--- config.mk ---
export PLATFORM = sky130hd
export DESIGN_NAME = trmx_exec
export DESIGN_NICKNAME = d
export VERILOG_FILES = /design/src/rtl/tiny_register_machine_executor_core_macros.svh /design/src/rtl/trmx_pkg.sv /design/src/rtl/trmx_exec.sv
export SDC_FILE = /design/constraint.sdc
export NUM_CORES = 1
export LEC_CHECK = 0
export CAP_MARGIN = 20
export CORE_MARGIN = 2
export CORE_UTILIZATION = 40
export DETAILED_ROUTE_END_ITERATION = 8
export DONT_BUFFER_PORTS = 1
export PLACE_DENSITY = 0.51
export SYNTH_ARGS = -nofsm -noshare
export SYNTH_HDL_FRONTEND = slang
export SYNTH_SLANG_ARGS = --single-unit
--- constraint.sdc ---
create_clock -name vclk -period 7
set_input_delay 0.35 -clock vclk [all_inputs]
set_output_delay 0.35 -clock vclk [all_outputs]
set_load 0.05 [all_outputs]
--- src/rtl/tiny_register_machine_executor_core_macros.svh ---
// Assertion macros shared by the executor RTL.
// Define NO_ASSERTIONS to compile them out; no other dependencies.
`ifndef TINY_REGISTER_MACHINE_EXECUTOR_CORE_MACROS_SVH
`define TINY_REGISTER_MACHINE_EXECUTOR_CORE_MACROS_SVH

`ifndef NO_ASSERTIONS
// clocked by clk_i, off while rst_ni is low
`define TRMX_ASSERT(lbl, prop) \
  lbl: assert property (@(posedge clk_i) disable iff (!rst_ni) prop) \
    else $error("trmx: assertion failed");
// explicit clock and reset
`define TRMX_ASSERT_CLK(lbl, clk, rstn, prop) \
  lbl: assert property (@(posedge clk) disable iff (!rstn) prop) \
    else $error("trmx: assertion failed");
`else
`define TRMX_ASSERT(lbl, prop)
`define TRMX_ASSERT_CLK(lbl, clk, rstn, prop)
`endif

`endif

--- src/rtl/trmx_pkg.sv ---
// Shared constants and types of the register machine executor.
// No dependencies.
package trmx_pkg;

  localparam int TRMX_NUM_REGS   = 8;
  localparam int TRMX_PC_INDEX   = 7;
  localparam int TRMX_MEM_DEPTH  = 256;
  localparam int TRMX_DATA_WIDTH = 32;

  localparam int OP_W   = 4;
  localparam int REG_W  = 3;
  localparam int IMM_W  = 32;
  localparam int ADDR_W = 16;
  localparam int OUT_W  = 32;
  localparam int STAT_W = 3;
  localparam int PLEN_W = 16;
  localparam int MSIZE_W = 9;
  localparam int CFG_IDX_W = 1;
  localparam int CFG_DATA_W = 16;

  localparam logic [OP_W-1:0] OP_NOOP  = 4'd0;
  localparam logic [OP_W-1:0] OP_PRINT = 4'd1;
  localparam logic [OP_W-1:0] OP_SET   = 4'd2;
  localparam logic [OP_W-1:0] OP_LOAD  = 4'd3;
  localparam logic [OP_W-1:0] OP_STORE = 4'd4;
  localparam logic [OP_W-1:0] OP_SUB   = 4'd5;
  localparam logic [OP_W-1:0] OP_ADD   = 4'd6;
  localparam logic [OP_W-1:0] OP_JGT   = 4'd7;
  localparam logic [OP_W-1:0] OP_JEQ   = 4'd8;
  localparam logic [OP_W-1:0] OP_JI    = 4'd9;

  localparam logic [STAT_W-1:0] ST_OK     = 3'd0;
  localparam logic [STAT_W-1:0] ST_MEM    = 3'd1;
  localparam logic [STAT_W-1:0] ST_JUMP   = 3'd2;
  localparam logic [STAT_W-1:0] ST_UNDEF  = 3'd3;
  localparam logic [STAT_W-1:0] ST_DONE   = 3'd4;

  localparam logic [CFG_IDX_W-1:0] CFG_PROG_LEN = 1'b0;
  localparam logic [CFG_IDX_W-1:0] CFG_MEM_SIZE = 1'b1;

  localparam logic [PLEN_W-1:0]  PROG_LEN_RST = 16'd1;
  localparam logic [MSIZE_W-1:0] MEM_SIZE_RST = 9'd256;

  // execute decisions handed to the commit logic
  typedef struct packed {
    logic              rf_we;
    logic              dm_we;
    logic              print_valid;
    logic [STAT_W-1:0] status;
  } trmx_ctl_t;

endpackage

--- src/rtl/trmx_exec.sv ---
// Execute stage: decodes one instruction with its operands and works out the
// register, memory and PC updates plus the status. Uses trmx_pkg.
module trmx_exec import trmx_pkg::*; #(
  parameter int NUM_REGS   = TRMX_NUM_REGS,
  parameter int PC_INDEX   = TRMX_PC_INDEX,
  parameter int MEM_DEPTH  = TRMX_MEM_DEPTH,
  parameter int DATA_WIDTH = TRMX_DATA_WIDTH
) (
  input  logic [OP_W-1:0]         op_i,
  input  logic [REG_W-1:0]        dst_i,
  input  logic signed [IMM_W-1:0] imm_i,
  input  logic [ADDR_W-1:0]       addr_i,
  input  logic [DATA_WIDTH-1:0]   a_i,
  input  logic [DATA_WIDTH-1:0]   b_i,
  input  logic [DATA_WIDTH-1:0]   m_i,
  input  logic [DATA_WIDTH-1:0]   pc_i,
  input  logic                    halt_i,
  input  logic [PLEN_W-1:0]       prog_len_i,
  input  logic [MSIZE_W-1:0]      mem_size_i,
  output trmx_ctl_t               ctl_o,
  output logic [DATA_WIDTH-1:0]   wdata_o,
  output logic [DATA_WIDTH-1:0]   pc_next_o
);

  localparam int  DW    = DATA_WIDTH;
  localparam int  CMPW  = (DW > PLEN_W) ? DW : PLEN_W;
  localparam int  MCW   = ADDR_W + 1;
  localparam bit  PC_EXISTS = (PC_INDEX < NUM_REGS);

  function automatic logic tgt_ok(logic [DW-1:0] v, logic [PLEN_W-1:0] pl);
    return !v[DW-1] && (CMPW'(v) < CMPW'(pl));
  endfunction

  logic [DW-1:0]     imm_x, wr_val, jt, pc_base, pc_new;
  logic              wr_en, jumped, addr_ok, dst_pc, dst_ok;
  logic [STAT_W-1:0] st;
  logic              pv;

  assign imm_x  = DW'(imm_i);
  assign addr_ok = (MCW'(addr_i) < MCW'(MEM_DEPTH)) && (MCW'(addr_i) < MCW'(mem_size_i));
  assign dst_ok = (32'(dst_i) < NUM_REGS);
  assign dst_pc = (32'(dst_i) == PC_INDEX);

  always_comb begin
    st      = ST_OK;
    pv      = 1'b0;
    wr_en   = 1'b0;
    wr_val  = '0;
    jumped  = 1'b0;
    jt      = '0;
    ctl_o   = '0;
    pc_base = pc_i;
    pc_new  = pc_i;
    if (halt_i) begin
      st = ST_DONE;
    end else begin
      unique case (op_i) inside
        OP_NOOP: ;
        OP_PRINT: pv = 1'b1;
        OP_SET: begin
          wr_en  = 1'b1;
          wr_val = imm_x;
        end
        OP_LOAD: begin
          if (!addr_ok) st = ST_MEM;
          else begin
            wr_en  = 1'b1;
            wr_val = m_i;
          end
        end
        OP_STORE: begin
          if (!addr_ok) st = ST_MEM;
          else ctl_o.dm_we = 1'b1;
        end
        OP_SUB: begin
          wr_en  = 1'b1;
          wr_val = a_i - b_i;
        end
        OP_ADD: begin
          wr_en  = 1'b1;
          wr_val = a_i + b_i;
        end
        OP_JGT, OP_JEQ: begin
          // the target is checked whether or not the branch is taken
          if (!tgt_ok(imm_x, prog_len_i)) st = ST_JUMP;
          else begin
            jt     = imm_x;
            jumped = (op_i == OP_JGT) ? ($signed(a_i) > $signed(b_i)) : (a_i == b_i);
          end
        end
        OP_JI: begin
          if (!tgt_ok(b_i, prog_len_i)) st = ST_JUMP;
          else begin
            jt     = b_i;
            jumped = 1'b1;
          end
        end
        default: st = ST_UNDEF;
      endcase

      if (st == ST_OK) begin
        ctl_o.rf_we = wr_en && dst_ok && !dst_pc;
        if (jumped) pc_base = jt;
        else if (wr_en && dst_ok && dst_pc) pc_base = wr_val;
        pc_new = !PC_EXISTS ? '0 : (jumped ? pc_base : pc_base + DW'(1));
        if (CMPW'(pc_new) == CMPW'(prog_len_i)) st = ST_DONE;
      end else begin
        ctl_o.dm_we = 1'b0;
      end
    end
    ctl_o.status      = st;
    ctl_o.print_valid = pv;
  end

  assign wdata_o   = wr_val;
  assign pc_next_o = pc_new;

endmodule

==> metrics.md <==
| Metric | Value |
|---|---|
| First-pass GRT wire length | roughly 60000 um |
| Core region area | 0.0216 sq mm |
| FP Rows | 54 |
| RePlAce Congestion | just under 1 |
| Final setup vio count | 0 |
| DR vias | 10669 |
| Reg area | 0 sq um |
| GRT Total Usage | around a third |
| Top post-synthesis cells by area | ha_1 (15%), a21oi_1 (6.6%), nand2_1 (6.1%) |
| Status | complete, no violations |
| Max_cap viols | 0 |
| Minimum clock period | between 6 and 7 ns |
| Fin crit share | 93.2% |
| DIE WIDTH | roughly 150 um |
| Post-route DRC violation count | 0 |
| Crit path launch type | input port |
| CTS Hold Bufs | 0 |
| Post-Route WL | 40300 um |
| Layout Nets | around 1600 |
| Initial Util | between 40% and 50% |
| Share of cells above drive strength 1 | ~7.9% |
| Sum Neg Setup Slack | 0 ns |
| Full die area | between 0.02 and 0.025 sq mm |
| PwrDens | about 74 mW/mm^2 |
| Seq_cells | 0 |
| Vias in the first global route | approximately 10000 |
| CP arrival | a little over 6 ns |
| Synth Instances | 1354 |
| Largest net degree at the start of global routing | between 40 and 50 |
| Slew margin rel. | between 20 and 25% |
| Share of the synthesized area in the top cell type | roughly 15% |
| Post-synthesis cell type count | 99 |
| HPWL after detailed placement | 33600 um |
| Cell taking the most area after synthesis | ha_1 |
| Antenna violations before repair | 0 |
| CP Capture Type | output port |
| Critical Path RT | 6.65 ns |
| Routed Antenna Nets | 0 |
| Hold Fails Final Rpt | 0 |
| Wire length per cell | ~25 um |
| Crit-path max FO | 15 |
| Maximum VDD drop | 0.0375 mV |
| Post-route setup slack | roughly 0.47 ns |
| Post-CTS sizing | 0 |
| Drt initial violations | 1050 |
| Drt first pass iters | 5 |
| Fmax | 153 MHz |
| Hold crit path type | input port to output port |
| Total global routing overflow | 0 |
| Layout area overhead | 3.46% |
| Io pins | approximately 280 |
| IO buf count | 0 |
| Synthesized area per cell | about 6.5 sq um |
| Sequential share of the synthesized area | 0% |
| P_leak | roughly 3.7 nW |
| RSZ-0062 raised after global routing | false |
| Worst-margin pin slew | roughly 1.2 ns |
| Post-CTS Setup Inserts | 0 |
| Syn_nets | 1667 |
| Clock buffers | 0 |
| Yosys warns | 0 |
| Post-Place Setup Slack | 0.561 ns |
| Final count of pins violating max slew | 0 |
| Setup CP Type | input port to output port |
| Vias per inst | approximately 6.7 |
| Syn Std Cell Area | about 0.009 sq mm |
| Die Ht | around 150 um |
-- per-layer routing --
layer	up-vias	track usage, %	share of wire [%]
met3	80	6.67	9.4
met1	5008	39.6	39
met2	570	56.4	47
met5	-	0	0
met4	0	11.5	4.3
li1	5011	-	-
-- layout make-up --
class	instances	area (sq um)
antenna	1	2.50
fill	2389	12600
inverter	92	345
multi-input combinational	1178	8080
tap	280	350
timing repair buffer	37	278
-- per-stage QoR --
stage | total power, mW | hold slack (ns) | util, % | std cells | cell area (sq um)
floorplan | 0.518 | 0.975 | - | 1354 | 8750
global placement | 0.653 | 0.884 | 41.8 | 1584 | 9030
detailed placement | 0.654 | 0.883 | 41.8 | 1586 | 9040
CTS | 0.657 | 0.883 | 41.8 | 1586 | 9040
global route | 0.723 | 0.885 | 41.9 | 1587 | 9050
finish | 0.670 | 0.884 | 41.9 | 1588 | 9050
-- logic make-up after synthesis --
logic type	after synthesis	share of synthesized area [%]
and+or+nand+nor	529	31.5
AOI/OAI and AO/OA	478	37.9
buffers and inverters	176	8.46
adders and majority gates	104	15.0
xor gates and xnor gates	49	4.90
muxes	18	2.17
-- worst max-delay path: stages --
cell and delay, ns:
inv_1 0.02, ha_1 0.55, nand4_1 0.28, nor4_1 0.48, and2_1 0.23, a211o_1 0.15, a31oi_2 0.10, or2_1 0.32
and2_1 0.20, a21oi_1 0.12, ha_1 0.22, nand3_1 0.08, nor2_1 0.09, a31oi_1 0.11, nor3_1 0.39, nand3_1 0.20
or4_4 0.63, nor2_4 0.12, xnor2_1 0.12, nor4_1 0.30, nand4_1 0.12, or4_1 0.54, o41ai_2 0.21, buf_4 0.25
-- power breakdown --
group	switching, mW	internal [mW]
registers	0	0
clock network	0	0.0000000192
logic	0.459	0.210
-- Yosys cell counts (all sizes together), types with 6 or more instances --
cell type and number:
xnor2 35, nor3 40, nor4b 7, a31oi 24
buf 39, nand4 33, ha 102, nor4 31
o21ai 91, clkbuf 45, xor2 14, o21bai 7
nand3 36, a21oi 120, mux2i 13, or3 13
o31ai 22, a21o 23, o211ai 19, nand2 143
and3 19, and2 17, nor3b 7, or2 10
nand2b 18, or4 11, a221o 11, o21a 16
a22oi 17, nor2b 12, a221oi 17, inv 92
a31o 6, nor2 112, a211o 7, o31a 6
a211oi 24
-- worst paths after layout --
check | from | to | slack (ns) | cells after the start
worst max-delay path | b_i[22] | ctl_o[2] | 0.47 | 24
worst min-delay path | halt_i | wdata_o[6] | 0.88 | 1
-- placed cells by master, fill, tap and decap left out, types with 6 or more instances in the layout --
| cell | netlist | routed |
|---|---|---|
| o31ai_1 | 22 | 20 |
| o21ai_1 | 6 | 19 |
| nor2b_1 | 12 | 12 |
| o21bai_1 | 7 | 7 |
| and3_1 | 19 | 19 |
| a211oi_1 | 19 | 18 |
| a221oi_1 | 16 | 16 |
| o31a_1 | 6 | 6 |
| buf_4 | 7 | 37 |
| nor3b_1 | 7 | 7 |
| o21a_1 | 16 | 15 |
| or3_1 | 13 | 13 |
| inv_1 | 90 | 90 |
| and2_1 | 17 | 17 |
| a31oi_1 | 23 | 23 |
| a21o_1 | 23 | 23 |
| xnor2_1 | 35 | 35 |
| or4_1 | 10 | 10 |
| nand3_1 | 35 | 35 |
| o21ai_0 | 83 | 69 |
| nor2_1 | 111 | 110 |
| xor2_1 | 14 | 14 |
| nor4_1 | 29 | 28 |
| nand2b_1 | 18 | 17 |
| mux2i_1 | 12 | 12 |
| a22oi_1 | 17 | 17 |
| a21oi_1 | 116 | 116 |
| nand4_1 | 32 | 32 |
| or2_2 | 8 | 8 |
| a31o_2 | 6 | 6 |
| ha_1 | 102 | 102 |
| a211o_1 | 7 | 7 |
| nor3_1 | 39 | 38 |
| nand2_1 | 143 | 143 |
| o211ai_1 | 19 | 19 |
| a221o_1 | 11 | 11 |
Note: power is estimated with default switching activity, not from simulation.
