File: config.mk
export PLATFORM = sky130hd
export DESIGN_NAME = trmx_regfile
export DESIGN_NICKNAME = d
export VERILOG_FILES = /design/src/rtl/tiny_register_machine_executor_core_macros.svh /design/src/rtl/trmx_pkg.sv /design/src/rtl/trmx_regfile.sv
export SDC_FILE = /design/constraint.sdc
export NUM_CORES = 1
export LEC_CHECK = 0
export BUFFER_PORTS_ARGS = -buffer_cell sky130_fd_sc_hd__buf_4
export CAP_MARGIN = 20
export CORE_AREA = 2 2 214 132
export DETAILED_ROUTE_END_ITERATION = 12
export DIE_AREA = 0 0 216 134
export GPL_ROUTABILITY_DRIVEN = 0
export PLACE_DENSITY = 0.86
export SYNTH_ARGS = -nofsm -noshare
export SYNTH_HDL_FRONTEND = slang
export SYNTH_SLANG_ARGS = --single-unit
File: constraint.sdc
create_clock -name clk_i -period 5.7 [get_ports clk_i]
set_input_delay 1.71 -clock clk_i [delete_from_list [all_inputs] [get_ports clk_i]]
set_output_delay 1.71 -clock clk_i [all_outputs]
set_load 0.005 [all_outputs]
File: src/rtl/tiny_register_machine_executor_core_macros.svh
// Assertion macros shared by the executor RTL.
// Define NO_ASSERTIONS to compile them out; no other dependencies.
`ifndef TINY_REGISTER_MACHINE_EXECUTOR_CORE_MACROS_SVH
`define TINY_REGISTER_MACHINE_EXECUTOR_CORE_MACROS_SVH

`ifndef NO_ASSERTIONS
// clocked by clk_i, off while rst_ni is low
`define TRMX_ASSERT(lbl, prop) \
  lbl: assert property (@(posedge clk_i) disable iff (!rst_ni) prop) \
    else $error("trmx: assertion failed");
// explicit clock and reset
`define TRMX_ASSERT_CLK(lbl, clk, rstn, prop) \
  lbl: assert property (@(posedge clk) disable iff (!rstn) prop) \
    else $error("trmx: assertion failed");
`else
`define TRMX_ASSERT(lbl, prop)
`define TRMX_ASSERT_CLK(lbl, clk, rstn, prop)
`endif

`endif

File: src/rtl/trmx_pkg.sv
// Shared constants and types of the register machine executor.
// No dependencies.
package trmx_pkg;

  localparam int TRMX_NUM_REGS   = 8;
  localparam int TRMX_PC_INDEX   = 7;
  localparam int TRMX_MEM_DEPTH  = 256;
  localparam int TRMX_DATA_WIDTH = 32;

  localparam int OP_W   = 4;
  localparam int REG_W  = 3;
  localparam int IMM_W  = 32;
  localparam int ADDR_W = 16;
  localparam int OUT_W  = 32;
  localparam int STAT_W = 3;
  localparam int PLEN_W = 16;
  localparam int MSIZE_W = 9;
  localparam int CFG_IDX_W = 1;
  localparam int CFG_DATA_W = 16;

  localparam logic [OP_W-1:0] OP_NOOP  = 4'd0;
  localparam logic [OP_W-1:0] OP_PRINT = 4'd1;
  localparam logic [OP_W-1:0] OP_SET   = 4'd2;
  localparam logic [OP_W-1:0] OP_LOAD  = 4'd3;
  localparam logic [OP_W-1:0] OP_STORE = 4'd4;
  localparam logic [OP_W-1:0] OP_SUB   = 4'd5;
  localparam logic [OP_W-1:0] OP_ADD   = 4'd6;
  localparam logic [OP_W-1:0] OP_JGT   = 4'd7;
  localparam logic [OP_W-1:0] OP_JEQ   = 4'd8;
  localparam logic [OP_W-1:0] OP_JI    = 4'd9;

  localparam logic [STAT_W-1:0] ST_OK     = 3'd0;
  localparam logic [STAT_W-1:0] ST_MEM    = 3'd1;
  localparam logic [STAT_W-1:0] ST_JUMP   = 3'd2;
  localparam logic [STAT_W-1:0] ST_UNDEF  = 3'd3;
  localparam logic [STAT_W-1:0] ST_DONE   = 3'd4;

  localparam logic [CFG_IDX_W-1:0] CFG_PROG_LEN = 1'b0;
  localparam logic [CFG_IDX_W-1:0] CFG_MEM_SIZE = 1'b1;

  localparam logic [PLEN_W-1:0]  PROG_LEN_RST = 16'd1;
  localparam logic [MSIZE_W-1:0] MEM_SIZE_RST = 9'd256;

  // execute decisions handed to the commit logic
  typedef struct packed {
    logic              rf_we;
    logic              dm_we;
    logic              print_valid;
    logic [STAT_W-1:0] status;
  } trmx_ctl_t;

endpackage

File: src/rtl/trmx_regfile.sv
// Register file: synchronous memory, one write port, two registered read ports.
// A last-write bypass covers a read issued on the edge of a write. Uses trmx_pkg.
module trmx_regfile import trmx_pkg::*; #(
  parameter int NUM_REGS   = TRMX_NUM_REGS,
  parameter int DATA_WIDTH = TRMX_DATA_WIDTH,
  localparam int RAW = $clog2(NUM_REGS)
) (
  input  logic                  clk_i,
  input  logic                  rst_ni,
  input  logic                  we_i,
  input  logic [RAW-1:0]        waddr_i,
  input  logic [DATA_WIDTH-1:0] wdata_i,
  input  logic                  re_i,
  input  logic [RAW-1:0]        raddr_a_i,
  input  logic [RAW-1:0]        raddr_b_i,
  output logic [DATA_WIDTH-1:0] rdata_a_o,
  output logic [DATA_WIDTH-1:0] rdata_b_o
);

  logic [DATA_WIDTH-1:0] mem [NUM_REGS];
  logic [DATA_WIDTH-1:0] rd_a_q, rd_b_q, wb_data_q;
  logic [RAW-1:0]        ra_a_q, ra_b_q, wb_addr_q;
  logic                  wb_vld_q;

  always_ff @(posedge clk_i) begin
    if (we_i) begin
      mem[waddr_i] <= wdata_i;
    end
    if (re_i) begin
      rd_a_q <= mem[raddr_a_i];
      rd_b_q <= mem[raddr_b_i];
      ra_a_q <= raddr_a_i;
      ra_b_q <= raddr_b_i;
    end
    if (we_i) begin
      wb_addr_q <= waddr_i;
      wb_data_q <= wdata_i;
    end
  end

  always_ff @(posedge clk_i or negedge rst_ni) begin
    if (!rst_ni) begin
      wb_vld_q <= 1'b0;
    end else if (we_i) begin
      wb_vld_q <= 1'b1;
    end
  end

  // latest write always matches memory contents, so the bypass is safe at any age
  assign rdata_a_o = (wb_vld_q && wb_addr_q == ra_a_q) ? wb_data_q : rd_a_q;
  assign rdata_b_o = (wb_vld_q && wb_addr_q == ra_b_q) ? wb_data_q : rd_b_q;

endmodule

==> flow_summary_export.csv, run 1 <==
group,metric,value,unit
status,outcome,"finished clean",
setup_path,r2r_cells,2,
setup_path,timing.rr.end,"rd_a_q[1]$_DFFE_PP_",
synthesis,synth_compound_area_frac,0,
global_routing,grt_pass1_wl,52.09,mm
synthesis,async_reset_ff_frac,0.002762,
synthesis,synth.most_common_cell,"edfxtp_1",
power,power_density,322.2,nW/um^2
synthesis,synth_xor_area_frac,0.003303,
synthesis,syn_inst,682,
setup_path,path_max_fanout,18,
global_routing,grt_overflow,0,
sta,timing.fmax,233.7,MHz
synthesis,synth_top_area_frac,0.6814,
synthesis,yosys_register_bits,362,
placement,placed_area,17230,sq um
cells_and_area,fillers,1651,
detailed_routing,drt-initial-drc-count,756,
placement,dpl.hpwl,19.90,mm
clock_network,cts_root_buf,"clkbuf_16",
detailed_routing,viasPerCell,6.646,
sta,drv_slew,0,
detailed_routing,dr_total_vias,7922,
clock_network,clk_pin_slew,0.06,ns
sta,setup_viol,0,
synthesis,synth_fa_ha_area_frac,0,
clock_network,post_cts_buffers,0,
synthesis,synth_area,15910,sq um
cells_and_area,utilization,0.6757,
sta,rsz0062_at_grt,"false",
setup_path,timing.rr.start,"mem[4][1]$_DFFE_PP_",
global_routing,grt_usage,0.2444,
setup_path,crit_path_start,"wb_addr_q[2]$_DFFE_PP_",
hold_path,hold_path_class,"register to register",
sta,relSlewSlack,0.3122,
setup_path,crit_required,3.99,ns
run,cap_violations,0,
detailed_routing,first_pass_iters,4,
synthesis,yosys.area_share.simple,0.004876,
synthesis,synth-seq-area-share,0.6830,
clock_network,cts_buffer_depth,3,
synthesis,synth_top_family_by_area,"multiplexers",
synthesis,synth_mux_area_frac,0.2909,
die,start_util,0.5881,
global_routing,grt_max_degree,71,
detailed_routing,wl_per_cell,28.93,um
setup_path,cp-endpoint,"rdata_a_o[25]",
sta,finalClockSkew,0.006912,ns
synthesis,synth_edf_count,361,
sta,period_minus_slack,4.280,ns
global_routing,first_global_vias,8413,
sta,min_period_over_period,0.7508,
die,die-width,216,um
die,row_count,47,
cells_and_area,stdcell_area,18280,sq um
power,ir_drop,190.3,uV
setup_path,crit_path_start_kind,"register",
synthesis,synthTopCellsByCount,"361 x edfxtp_1, 127 x mux2_2, 80 x mux4_1",
die,dieArea,28940,sq um
setup_path,critPathArrivalTime,2.57,ns
power,leakage,6.229,nW
die,core,27050,sq um
cells_and_area,drive_above_1_share,0.4255,
sta,holdWs,0.5860,ns
sta,tightest_slew,1.032,ns
placement,port_buffers,108,
sta,setup_tns,0,ns
cells_and_area,nets,846,
clock_network,numClockSinks,362,
die,chipHeight,134,um
clock_network,cts_resized,0,
synthesis,synthFlopType,"edfxtp_1",
detailed_routing,antenna_left,0,
clock_network,cts_made_buffers,34,
clock_network,htree_levels,2,
synthesis,yosys_warnings,0,
setup_path,worst-setup-path-type,"register to output pin",
synthesis,synth_top_area_cell,"edfxtp_1",
synthesis,syn-num-nets,727,
clock_network,cts_tree,"yes",
setup_path,end_kind,"output pin",
detailed_routing,drc,0,
cells_and_area,syn_to_final_growth,14.89,%
clock_network,clk_latency,0.52,ns
detailed_routing,drt-total-wl,34.49,mm
clock_network,cts_hold_buffers,0,
global_routing,antenna_found_initial,0,
sta,report.final.hold_viol_count,0,
synthesis,ys_types,17,
setup_path,rrSetupSlack,4.22,ns
synthesis,syn_avg_cell_area,23.33,sq um
cells_and_area,num_antenna_cells,0,
synthesis,synth_area_leaders,"edfxtp_1 68%, mux4_1 13%, mux2_2 9.0%",
die,io_pins,109,
-- area by class of cell --
class | instances | area (sq um) | area share
clock inverter | 12 | 80.08 | 0.004381
tap | 367 | 459.2 | 0.02512
timing repair buffer | 125 | 1092 | 0.05976
sequential | 362 | 10870 | 0.5945
clock buffer | 48 | 967.2 | 0.05292
multi-input combinational | 278 | 4813 | 0.2633
-- cells by family after synthesis --
| family | Yosys count |
|---|---|
| buffers and inverters | 42 |
| and+or+nand+nor | 16 |
| muxes | 256 |
| xor gates and xnor gates | 6 |
| DFF | 362 |
-- layer usage --
metal / GRT usage / vias up / share of wire
li1: - / 3252 / -
met1: 0.3421 / 4285 / 0.41
met2: 0.4021 / 340 / 0.50
met3: 0.05782 / 45 / 0.080
met4: 0.05099 / 0 / 0.012
met5: 0 / - / 0
-- where the power goes --
part           internal (mW)  leakage [nW]  switching (mW)
logic                  0.323          2.37           0.274
clock network           1.23         0.500           0.942
registers               3.07          3.36          0.0488
total                   4.62          6.23            1.26
-- flip-flops by register name (all words and copies together) (netlist names) --
name       count
wb_data_q     32
rd_b_q        32
rd_a_q        32
wb_addr_q      3
mem          256
wb_vld_q       1
ra_b_q         3
ra_a_q         3
-- cells in the final DEF (no fill, tap or decap), drive strengths merged --
master,netlist,final
bufinv,0,1
nor3,2,2
buf,39,125
xnor2,6,6
or2,1,1
mux4,128,128
nand4,2,2
nand2,2,2
nor2,6,6
clkbuf,3,48
nand2b,3,3
mux2,128,128
clkinvlp,0,2
clkinv,0,9
edfxtp,361,361
dfrtp,1,1
-- worst min-delay path by stage --
stage / from / slack [ns] / to / cells after the start
finish: wb_vld_q$_DFFE_PN0P_ / 0.59 / wb_vld_q$_DFFE_PN0P_ / 1
global route: wb_vld_q$_DFFE_PN0P_ / 0.61 / wb_vld_q$_DFFE_PN0P_ / 1
CTS: wb_vld_q$_DFFE_PN0P_ / 0.58 / wb_vld_q$_DFFE_PN0P_ / 1
detailed placement: wb_vld_q$_DFFE_PN0P_ / 0.56 / wb_vld_q$_DFFE_PN0P_ / 1
global placement: wb_vld_q$_DFFE_PN0P_ / 0.56 / wb_vld_q$_DFFE_PN0P_ / 1
floorplan: wb_vld_q$_DFFE_PN0P_ / 0.46 / wb_vld_q$_DFFE_PN0P_ / 1
-- critical path, cell delays in order (launching register included) --
cell and delay [ns]:
edfxtp_1 0.42, xnor2_1 0.20, nand4_1 0.48, buf_8 0.35, buf_12 0.17, mux2_2 0.28
buf_4 0.14
-- stage by stage --
| step | setup slack (ns) | power (mW) | std cells |
|---|---|---|---|
| 6_report | 1.420 | 5.888 | 1192 |
| 3_5_place_dp | 1.754 | 3.773 | 1132 |
| 2_1_floorplan | 1.143 | 3.491 | 682 |
| 4_1_cts | 1.404 | 5.924 | 1192 |
| 3_3_place_gp | 1.541 | 3.733 | 1123 |
| 5_1_grt | 1.258 | 6.079 | 1192 |
(Power assumes the default switching activity.)
==> run 2: changes to the inputs <==
==> constraint.sdc (replaced) <==
create_clock -name clk_i -period 4.4 [get_ports clk_i]
set_input_delay 1.32 -clock clk_i [delete_from_list [all_inputs] [get_ports clk_i]]
set_output_delay 1.32 -clock clk_i [all_outputs]
set_load 0.005 [all_outputs]
==> run 2 against run 1 <==
Compared with the run above:
- non-clock buffer count up 3
- via count is 0.82% lower
- die area unchanged
- critical path type unchanged
- clock skew is 0.0035 ns higher
- hold slack got worse by 0.084 ns
- sequential power is 30% higher
- global-route usage barely moved
- routed wire length is 0.47% higher
- clock-buffer cell count fell by 14
- largest power group unchanged
- worst setup slack worse by 0.53 ns
- largest cell class unchanged
- cell area shrank 0.67%
==> flow_summary_export.csv, run 2 (same netlist as run 1, synthesis figures left out) <==
group,metric,value,unit
cells_and_area,nets,846,
clock_network,clk_pin_slew,0.07,ns
detailed_routing,antenna_left,0,
detailed_routing,viasPerCell,6.586,
cells_and_area,largest_reg_flops,256,
setup_path,crit_required,3.08,ns
clock_network,cts_resized,0,
clock_network,cts_hold_buffers,0,
clock_network,cts_root_buf,"clkbuf_16",
clock_network,numClockSinks,362,
status,outcome,"finished clean",
global_routing,grt_overflow,0,
sta,timing.fmax,285.2,MHz
clock_network,cts_made_buffers,31,
die,row_count,47,
detailed_routing,dr_total_vias,7857,
cells_and_area,num_antenna_cells,0,
run,cap_violations,0,
cells_and_area,syn_to_final_growth,14.12,%
setup_path,crit_path_start_kind,"register",
power,power.total,7.596,mW
sta,relSlewSlack,0.2640,
detailed_routing,drt-initial-drc-count,621,
power,leakage,6.209,nW
setup_path,critPathArrivalTime,2.19,ns
sta,setup_tns,0,ns
clock_network,post_cts_buffers,0,
cells_and_area,drive_above_1_share,0.4346,
die,chipHeight,134,um
detailed_routing,drt-total-wl,34.65,mm
die,dieArea,28940,sq um
cells_and_area,utilization,0.6711,
cells_and_area,fillers,1672,
detailed_routing,drc,0,
sta,finalClockSkew,0.01036,ns
sta,report.final.hold_viol_count,0,
sta,period_minus_slack,3.506,ns
clock_network,cts_buffer_depth,3,
hold_path,hold_path_class,"input port to asynchronous set/reset pin",
sta,setup_viol,0,
global_routing,grt_max_degree,71,
placement,dpl.hpwl,20.17,mm
sta,min_period_over_period,0.7968,
setup_path,path_max_fanout,17,
cells_and_area,final-seq-area,10870,sq um
cells_and_area,final_common_cell,"edfxtp_1",
setup_path,end_kind,"output pin",
clock_network,clk_latency,0.58,ns
global_routing,grt_pass1_wl,51.96,mm
die,start_util,0.5881,
sta,rsz0062_at_grt,"false",
detailed_routing,first_pass_iters,5,
placement,port_buffers,108,
global_routing,grt_usage,0.2449,
sta,holdWs,0.5016,ns
sta,drv_slew,0,
clock_network,htree_levels,1,
cells_and_area,top_register,"mem",
global_routing,first_global_vias,8269,
power,power_density,418.4,nW/um^2
die,die-width,216,um
cells_and_area,layout_common_cells,"361 x edfxtp_1, 127 x mux2_2, 126 x buf_4",
global_routing,antenna_found_initial,0,
cells_and_area,multiInputGateArea,4813,sq um
die,io_pins,109,
clock_network,cts_tree,"yes",
setup_path,worst-setup-path-type,"register to output pin",
die,core,27050,sq um
sta,tightest_slew,1.104,ns
power,ir_drop,331.9,uV
detailed_routing,wl_per_cell,29.04,um
==> run 2: changes by cell type in the layout (fill, tap and decap cells not counted), sizes merged <==
cell	delta
clkinv	+8
clkinvlp	-1
clkbuf	-14
buf	+3
bufinv	+4
inv	+1
==> run 2: final cells by class <==
| class | instances | area share |
|---|---|---|
| clock buffer | 34 | 0.04335 |
| clock inverter | 24 | 0.01344 |
| multi-input combinational | 278 | 0.2651 |
| sequential | 362 | 0.5985 |
| tap | 367 | 0.02529 |
| timing repair buffer | 128 | 0.05431 |
==> run 2: worst max-delay path: stages (launching register included) <==
cell	delay, ns
edfxtp_1	0.44
xnor2_1	0.15
nand4_1	0.12
buf_4	0.35
mux2_2	0.40
buf_4	0.14
==> run 2: final timing paths <==
check / cells after the start / slack [ns] / end / start
worst min-delay path: 1 / 0.50 / wb_vld_q$_DFFE_PN0P_ / rst_ni
min in group clk_i: 1 / 0.54 / wb_vld_q$_DFFE_PN0P_ / wb_vld_q$_DFFE_PN0P_
max in group asynchronous: 1 / 3.82 / wb_vld_q$_DFFE_PN0P_ / rst_ni
worst max-delay path: 5 / 0.89 / rdata_b_o[0] / wb_addr_q[0]$_DFFE_PP_
worst min register to register: 1 / 0.54 / wb_vld_q$_DFFE_PN0P_ / wb_vld_q$_DFFE_PN0P_
worst max register to register: 2 / 2.88 / rd_a_q[17]$_DFFE_PP_ / mem[4][17]$_DFFE_PP_
==> run 2: power breakdown <==
group | leakage, nW | switching (mW) | internal, mW
clock network | 0.507 | 1.22 | 1.58
logic | 2.34 | 0.342 | 0.408
registers | 3.36 | 0.0697 | 3.98
==> run 2: stage by stage <==
step	instance area, sq um	instances	setup slack [ns]
final	18150	1193	0.8943
after global routing	18150	1193	0.8192
after CTS	18150	1193	0.8675
after detailed placement	17120	1135	1.019
after global placement	17120	1135	1.075
after floorplan	15910	682	0.2331
==> run 2: per-layer routing <==
metal | wire, um | vias up | global-route usage | part of all wire
met5 | 0 | - | 0 | 0
met4 | 690 | 0 | 0.05213 | 0.020
met3 | 2881 | 56 | 0.05737 | 0.083
met2 | 17230 | 347 | 0.4100 | 0.50
met1 | 13850 | 4209 | 0.3364 | 0.40
li1 | - | 3245 | - | -
